<file path="src/hw/rtl/esp_pkg.sv">
// package: types, constants and g.711 expanders for the echo spike profiler
`timescale 1ns / 1ps
package esp_pkg;

  localparam int MaxSamplesDefault = 1024;
  localparam int IdxW = 10;

  localparam logic [1:0] RegMuLaw     = 2'd0;
  localparam logic [1:0] RegAfterCanc = 2'd1;
  localparam logic [1:0] RegTaps      = 2'd2;
  localparam logic [1:0] RegThreshold = 2'd3;

  localparam logic [2:0] VerdictSilent  = 3'd0;
  localparam logic [2:0] VerdictNoEcho  = 3'd1;
  localparam logic [2:0] VerdictRemoved = 3'd2;
  localparam logic [2:0] VerdictBeyond  = 3'd3;
  localparam logic [2:0] VerdictEndsOut = 3'd4;
  localparam logic [2:0] VerdictWithin  = 3'd5;

  typedef struct packed {
    logic [7:0] code_byte;
    logic       last_sample;
  } in_item_t;

  typedef struct packed {
    logic [2:0]         verdict;
    logic [IdxW-1:0]    peak_index;
    logic signed [15:0] peak_value;
    logic [IdxW-1:0]    first_index;
    logic signed [15:0] first_value;
    logic [IdxW-1:0]    last_index;
    logic signed [15:0] last_value;
  } out_item_t;

  typedef struct packed {
    logic [1:0]  index;
    logic [31:0] data;
  } cfg_req_t;

  // decoded sample as queued from front to back
  typedef struct packed {
    logic [15:0] lin;
    logic [11:0] mag;
    logic        last;
  } dec_item_t;

  function automatic logic [15:0] expand_mu(input logic [7:0] code);
    logic [7:0]  u;
    logic [15:0] t;
    begin
      u = ~code;
      t = ({9'd0, u[3:0], 3'd0} + 16'h0084) << u[6:4];
      t = t - 16'h0084;
      expand_mu = u[7] ? (16'd0 - t) : t;
    end
  endfunction

  function automatic logic [15:0] expand_a(input logic [7:0] code);
    logic [7:0]  a;
    logic [15:0] i;
    begin
      a = code ^ 8'h55;
      i = {8'd0, a[3:0], 4'd0};
      if (a[6:4] != 3'd0) i = (i + 16'h0100) << (a[6:4] - 3'd1);
      expand_a = a[7] ? i : (16'd0 - i);
    end
  endfunction

endpackage

</file>
<file path="src/hw/rtl/esp_front.sv">
// front: g.711 decode and magnitude, registered into a two-entry queue
`timescale 1ns / 1ps
module esp_front import esp_pkg::*; (
  input  logic      clk,
  input  logic      rst,
  input  logic      mu_law,
  input  logic      in_valid,
  output logic      in_ready,
  input  in_item_t  in_data,
  output logic      q_valid,
  input  logic      q_ready,
  output dec_item_t q_data
);
  dec_item_t   slot [2];
  logic        wr_ptr, rd_ptr;
  logic [1:0]  count;
  logic [15:0] lin;
  logic [15:0] folded;
  dec_item_t   dec;
  logic        push, pop;

  always_comb begin
    lin = mu_law ? expand_mu(in_data.code_byte) : expand_a(in_data.code_byte);
    folded = lin[15] ? ~lin : lin;
    dec.lin = lin;
    dec.mag = folded[14:3];
    dec.last = in_data.last_sample;
  end

  assign in_ready = (count != 2'd2);
  assign q_valid = (count != 2'd0);
  assign q_data = slot[rd_ptr];
  assign push = in_valid && in_ready;
  assign pop = q_valid && q_ready;

  always_ff @(posedge clk) begin
    if (push) slot[wr_ptr] <= dec;
    if (rst) begin
      wr_ptr <= 1'b0;
      rd_ptr <= 1'b0;
      count <= 2'd0;
    end else begin
      if (push) wr_ptr <= ~wr_ptr;
      if (pop) rd_ptr <= ~rd_ptr;
      count <= count + {1'b0, push} - {1'b0, pop};
    end
  end

  a_no_overflow: assert property (@(posedge clk) disable iff (rst)
    count == 2'd2 |-> !push) else $error("queue overflow");
  a_count_range: assert property (@(posedge clk) disable iff (rst)
    count != 2'd3) else $error("queue count out of range");
  a_pop_valid: assert property (@(posedge clk) disable iff (rst)
    pop |-> count != 2'd0) else $error("pop from empty queue");
endmodule

</file>
<file path="src/hw/rtl/esp_back.sv">
// back: peak and echo tracking, verdict and output register
`timescale 1ns / 1ps
module esp_back import esp_pkg::*; #(
  parameter int MAX_SAMPLES = MaxSamplesDefault
) (
  input  logic        clk,
  input  logic        rst,
  input  logic        after_canceller,
  input  logic [15:0] canceller_taps,
  input  logic [11:0] echo_threshold,
  input  logic        q_valid,
  output logic        q_ready,
  input  dec_item_t   q_data,
  output logic        out_valid,
  input  logic        out_ready,
  output out_item_t   out_data
);
  localparam int CntW = $clog2(MAX_SAMPLES);

  logic [CntW-1:0] sample_counter;
  logic [11:0]     peak_magnitude;
  logic [CntW-1:0] peak_position, first_position, last_position;
  logic [15:0]     peak_linear, first_linear, last_linear;
  logic            echo_seen;

  logic [11:0]     pk_mag;
  logic [CntW-1:0] pk_pos, f_pos, l_pos;
  logic [15:0]     pk_lin, f_lin, l_lin;
  logic            seen;
  logic [CntW:0]   f1, l1;
  logic [2:0]      verdict;
  logic            take;

  assign q_ready = !out_valid || out_ready;
  assign take = q_valid && q_ready;

  always_comb begin
    pk_mag = peak_magnitude; pk_pos = peak_position; pk_lin = peak_linear;
    f_pos = first_position; f_lin = first_linear;
    l_pos = last_position; l_lin = last_linear; seen = echo_seen;
    if (q_data.mag > peak_magnitude) begin
      pk_mag = q_data.mag; pk_pos = sample_counter; pk_lin = q_data.lin;
    end
    if (q_data.mag > echo_threshold) begin
      if (!echo_seen) begin
        f_pos = sample_counter; f_lin = q_data.lin;
      end
      l_pos = sample_counter; l_lin = q_data.lin; seen = 1'b1;
    end
    f1 = {1'b0, f_pos} + 1'b1;
    l1 = {1'b0, l_pos} + 1'b1;
    if (pk_mag == 12'd0) verdict = VerdictSilent;
    else if (!seen) verdict = after_canceller ? VerdictRemoved : VerdictNoEcho;
    else if ({16'd0, canceller_taps} < 32'(f1)) verdict = VerdictBeyond;
    else if ({16'd0, canceller_taps} > 32'(f1) && {16'd0, canceller_taps} < 32'(l1))
      verdict = VerdictEndsOut;
    else verdict = VerdictWithin;
  end

  always_ff @(posedge clk) begin
    if (take && q_data.last) begin
      out_data.verdict <= verdict;
      out_data.peak_index <= IdxW'(pk_pos);
      out_data.peak_value <= pk_lin;
      out_data.first_index <= IdxW'(f_pos);
      out_data.first_value <= f_lin;
      out_data.last_index <= IdxW'(l_pos);
      out_data.last_value <= l_lin;
    end
    if (rst) begin
      out_valid <= 1'b0;
      sample_counter <= '0;
      peak_magnitude <= '0;
      echo_seen <= 1'b0;
      peak_position <= '0; peak_linear <= '0;
      first_position <= '0; first_linear <= '0;
      last_position <= '0; last_linear <= '0;
    end else begin
      if (out_valid && out_ready) out_valid <= 1'b0;
      if (take) begin
        if (q_data.last) begin
          out_valid <= 1'b1;
          sample_counter <= '0;
          peak_magnitude <= '0;
          echo_seen <= 1'b0;
          peak_position <= '0; peak_linear <= '0;
          first_position <= '0; first_linear <= '0;
          last_position <= '0; last_linear <= '0;
        end else begin
          peak_magnitude <= pk_mag;
          echo_seen <= seen;
          peak_position <= pk_pos; peak_linear <= pk_lin;
          first_position <= f_pos; first_linear <= f_lin;
          last_position <= l_pos; last_linear <= l_lin;
          if (sample_counter != CntW'(MAX_SAMPLES - 1))
            sample_counter <= sample_counter + 1'b1;
        end
      end
    end
  end

  a_no_drop: assert property (@(posedge clk) disable iff (rst)
    out_valid && !out_ready |=> out_valid) else $error("result dropped");
  a_first_le_last: assert property (@(posedge clk) disable iff (rst)
    echo_seen |-> first_position <= last_position) else $error("echo span order");
  a_seen_thr: assert property (@(posedge clk) disable iff (rst)
    !echo_seen |-> first_position == '0 && last_position == '0)
    else $error("echo position without echo");
endmodule

</file>
<file path="src/hw/rtl/echo_spike_profiler.sv">
// top level of the echo spike profiler
`timescale 1ns / 1ps
// echo spike profiler: takes one g.711 code byte per cycle while in_ready is high,
// decodes it with the mu-law or a-law expander (mu_law register), and tracks the
// first strict peak and the first and last samples whose 12-bit magnitude exceeds
// echo_threshold. the request marked last_sample yields one result with indices,
// values and a verdict against canceller_taps, then tracking restarts. throughput
// is one request per cycle unless out_ready stalls the result; a request passes the
// decode register queue, then the result register. the user writes configuration
// while idle (not enforced by the block) via the cfg channel, which is always ready.
module echo_spike_profiler import esp_pkg::*; #(
  parameter int MAX_SAMPLES = MaxSamplesDefault
) (
  input  logic      clk,
  input  logic      rst,
  input  logic      in_valid,
  output logic      in_ready,
  input  in_item_t  in_data,
  output logic      out_valid,
  input  logic      out_ready,
  output out_item_t out_data,
  input  logic      cfg_valid,
  output logic      cfg_ready,
  input  cfg_req_t  cfg_data
);
  logic        mu_law, after_canceller;
  logic [15:0] canceller_taps;
  logic [11:0] echo_threshold;
  logic        q_valid, q_ready;
  dec_item_t   q_data;

  assign cfg_ready = 1'b1;

  // register file
  always_ff @(posedge clk) begin
    if (rst) begin
      mu_law <= 1'b1;
      after_canceller <= 1'b0;
      canceller_taps <= 16'd128;
      echo_threshold <= 12'd11;
    end else if (cfg_valid) begin
      unique case (cfg_data.index)
        RegMuLaw:     mu_law <= cfg_data.data[0];
        RegAfterCanc: after_canceller <= cfg_data.data[0];
        RegTaps:      canceller_taps <= cfg_data.data[15:0];
        RegThreshold: echo_threshold <= cfg_data.data[11:0];
        default: ;
      endcase
    end
  end

  // decode side
  esp_front u_front (
    .clk, .rst, .mu_law,
    .in_valid, .in_ready, .in_data,
    .q_valid, .q_ready, .q_data
  );

  // tracking side
  esp_back #(.MAX_SAMPLES(MAX_SAMPLES)) u_back (
    .clk, .rst, .after_canceller, .canceller_taps, .echo_threshold,
    .q_valid, .q_ready, .q_data,
    .out_valid, .out_ready, .out_data
  );
endmodule
</file>
<file path="config.mk">
export PLATFORM = sky130hd
export DESIGN_NAME = echo_spike_profiler
export DESIGN_NICKNAME = d
export VERILOG_FILES = /design/src/hw/rtl/esp_pkg.sv /design/src/hw/rtl/esp_front.sv /design/src/hw/rtl/esp_back.sv /design/src/hw/rtl/echo_spike_profiler.sv
export SDC_FILE = /design/constraint.sdc
export NUM_CORES = 1
export LEC_CHECK = 0
export BUFFER_PORTS_ARGS = -buffer_cell sky130_fd_sc_hd__buf_2
export CAP_MARGIN = 20
export CORE_ASPECT_RATIO = 1.5
export CORE_MARGIN = 8
export CORE_UTILIZATION = 45
export CTS_CLUSTER_SIZE = 14
export DETAILED_ROUTE_END_ITERATION = 6
export PLACE_DENSITY_LB_ADDON = 0.12
export REMOVE_ABC_BUFFERS = 1
export SLEW_MARGIN = 10
export SYNTH_ARGS = -nofsm -noshare
export SYNTH_HDL_FRONTEND = slang
export SYNTH_HIERARCHICAL = 1
export SYNTH_SLANG_ARGS = --single-unit
</file>
<file path="constraint.sdc">
create_clock -name clk -period 7.2 [get_ports clk]
set_input_delay 0.36 -clock clk [delete_from_list [all_inputs] [get_ports clk]]
set_output_delay 0.36 -clock clk [all_outputs]
set_load 0.03 [all_outputs]
</file>
==> reports/results.ini <==
[outcome]
status=finished clean

[synth]
ys_ff_latch=272
synth_warnings=6
synth_common_cells=dfxtp_1 (137), edfxtp_1 (135), mux2_2 (103)
synthArstFlopShare=0
syn_inst=1380
synth.most_common_cell=dfxtp_1
synth-main-ff-cell=dfxtp_1
yosysTopAreaCell=edfxtp_1
synth_edf_count=135
yosysSeqAreaShare=0.460
yosys.area.top_type_share=0.274
synthDistinctLibCells=97
yosys-top-cells-area=edfxtp_1 (27%), dfxtp_1 (19%), mux2_2 (7.9%), ha_1 (5.0%), xnor2_1 (2.5%)
synth_area_sq_um=14800
synth.avg_cell_area_sq_um=10.7

[cells_and_area]
drive_above_1_share=0.214
syn_to_final_growth_pct=11.0
antennaDiodeCount=0
fin_nets=1550
utilization=0.505

[worst_setup_path]
cp.arrival_ns=6.13
cp_max_fo=18
startpoint_type=flip-flop
worstSetupEndpointType=flip-flop
crit_end=u_back/out_data[78]
rr_endpoint=u_back/out_data[78]
r2r_slack_ns=1.34
required_ns=7.47
reg2regPathDepth=20
path_class=reg2reg

[cts]
clock-sinks=272
cts_buffers=26
clock_latency_ns=0.55
htree_levels=1
cts.repair.resized=0
cts-root-buf=clkbuf_16
post-cts-setup-buffers=0
hold_buffers=0
clock_path_buffers=3
cts_tree=built
path_clk_slew_ns=0.06

[power]
combPwrFrac=0.427
internal_power_mw=3.79
power_density_nw_per_um2=381
leakage_nw=6.02
peakVddDrop_v=0.000192
p_clk_frac=0.222
p_sw_mw=2.45
p_sw_frac=0.393
seqPwrFrac=0.351

[timing]
grt_setup_unrepaired=no
final_max_slew_viol_count=0
relSlewSlack=0.358
hold_viol=0
fmax_mhz=171
tightest_slew_ns=0.962
min_period_ns=5.86
fin_crit_sh=0.815
setup_viol=0
fin_setup_tns_ns=0
skew_ns=0.0173

[die]
fp.dieArea_sq_um=39000
num_io_pins=132
num_rows=81
core_region_area_sq_um=32400
initial_utilization=0.455
die_height_microns=238
die-width_microns=164

[global_routing]
overflow=0
antenna_found_initial=0
grt_max_degree=86
grt_usage=0.200
grt_pass1_vias=10988
grt_pass1_wl_mm=61.8

[place]
post-dp-hpwl_mm=28.1
numPortBuffers=114
gp_congestion=0.908

[detailed_routing]
drt-vias-per-instance=5.87
drt_iter0_markers=586
wl_per_cell_microns=21.2
totalWireLength_mm=39.8
drc_errors=0
ant_nets=0
vias=11014
first_pass_iters=5

[worst_hold_path]
min-delay-start=in_data[0]
min_path_type=in2reg

[flow_run]
maxCapViolCount=0

kinds of logic (layout without fill, tap and decap cells):
group | after synthesis | count (layout) | share of synthesized area
and+or+nand+nor | 377 | 377 | 0.130
muxes | 144 | 144 | 0.109
AOI/OAI and AO/OA | 297 | 297 | 0.164
adders and majority gates | 59 | 59 | 0.0500
buffers and inverters | 170 | 251 | 0.0519
xor gates and xnor gates | 59 | 59 | 0.0355
other | 2 | 3 | 0.000508
DFF | 272 | 272 | 0.460
power by group through the flow:
| stage | clock [mW] | sequential (mW) | combinational, mW |
|---|---|---|---|
| floorplan | 0 | 2.50 | 1.53 |
| detailed placement | 0 | 2.23 | 2.68 |
| global placement | 0 | 2.22 | 2.66 |
| CTS | 1.42 | 2.20 | 2.69 |
| global route | 1.47 | 2.23 | 2.87 |
| finish | 1.38 | 2.19 | 2.67 |
registers in the layout, summed over array words and instances, names as in the netlist, 12 cells and up, named ones only:
name                   cells
u_back/last_linear        16
u_back/first_linear       16
canceller_taps            16
echo_threshold            12
u_back/peak_magnitude     12
u_back/peak_linear        16
u_front/slot              54
u_back/out_data           81
worst min-delay path by stage:
stage,end,slack [ns],depth (start not counted)
after global routing,u_front/slot[1][0],0.03,1
after detailed placement,echo_threshold[11],0.46,2
after CTS,u_front/slot[0][0],0.02,1
after global placement,canceller_taps[15],0.46,2
final,u_front/slot[1][0],0.04,1
after floorplan,u_back/out_valid,0.43,1
final cells by class:
cell class	count	area (sq um)
inverter	73	275
fill	2983	16000
timing repair buffer	131	701
clock inverter	13	156
clock buffer	34	702
tap	415	519
sequential	272	6800
multi-input combinational	939	7240
critical path, cell delays in order, from the launching register on:
cell and delay (ns):
dfxtp_1 0.87, mux2_2 0.46, ha_1 0.32, a21oi_1 0.20
o21ai_1 0.10, or3_1 0.44, o21ai_4 0.25, mux2_2 0.22
ha_1 0.30, nand3_1 0.16, nor3_1 0.33, nand3_1 0.15
xor2_1 0.16, mux2_2 0.29, ha_1 0.18, a21o_1 0.17
a2111oi_0 0.41, o31ai_1 0.15, a41oi_1 0.18, o21a_1 0.15
a311oi_1 0.08
routing by layer:
| metal | GRT usage | vias to the layer above | share of wire |
|---|---|---|---|
| met4 | 0.0959 | 0 | 0.045 |
| li1 | - | 5273 | - |
| met1 | 0.213 | 5382 | 0.37 |
| met3 | 0.0186 | 82 | 0.040 |
| met5 | 0 | - | 0 |
| met2 | 0.384 | 277 | 0.54 |
layout by cell type (no fill, tap or decap), types with 27 or more instances in the layout:
cell / synthesis / final
ha_1: 59 / 59
nand2b_1: 51 / 51
mux2i_1: 37 / 37
nand3_1: 38 / 38
clkbuf_16: 0 / 27
o32ai_1: 28 / 28
nand2_1: 90 / 90
o21ai_0: 33 / 33
nor2_1: 87 / 86
inv_1: 70 / 68
edfxtp_1: 135 / 135
dfxtp_1: 137 / 137
buf_2: 30 / 113
a32o_1: 36 / 36
xnor2_1: 43 / 43
a32oi_1: 27 / 27
a21oi_1: 42 / 42
mux2_2: 103 / 103
stage by stage:
step / std cells / hold slack, ns / area (sq um) / setup slack [ns] / total power, mW
6_report: 1877 / 0.0389 / 16400 / 1.34 / 6.25
4_1_cts: 1877 / 0.0169 / 16400 / 1.33 / 6.31
3_3_place_gp: 1830 / 0.456 / 15500 / 1.42 / 4.88
2_1_floorplan: 1284 / 0.429 / 14300 / 0.816 / 4.03
5_1_grt: 1877 / 0.0305 / 16400 / 0.916 / 6.57
3_5_place_dp: 1830 / 0.461 / 15500 / 1.37 / 4.91
Power figures use the tool's default switching activity.
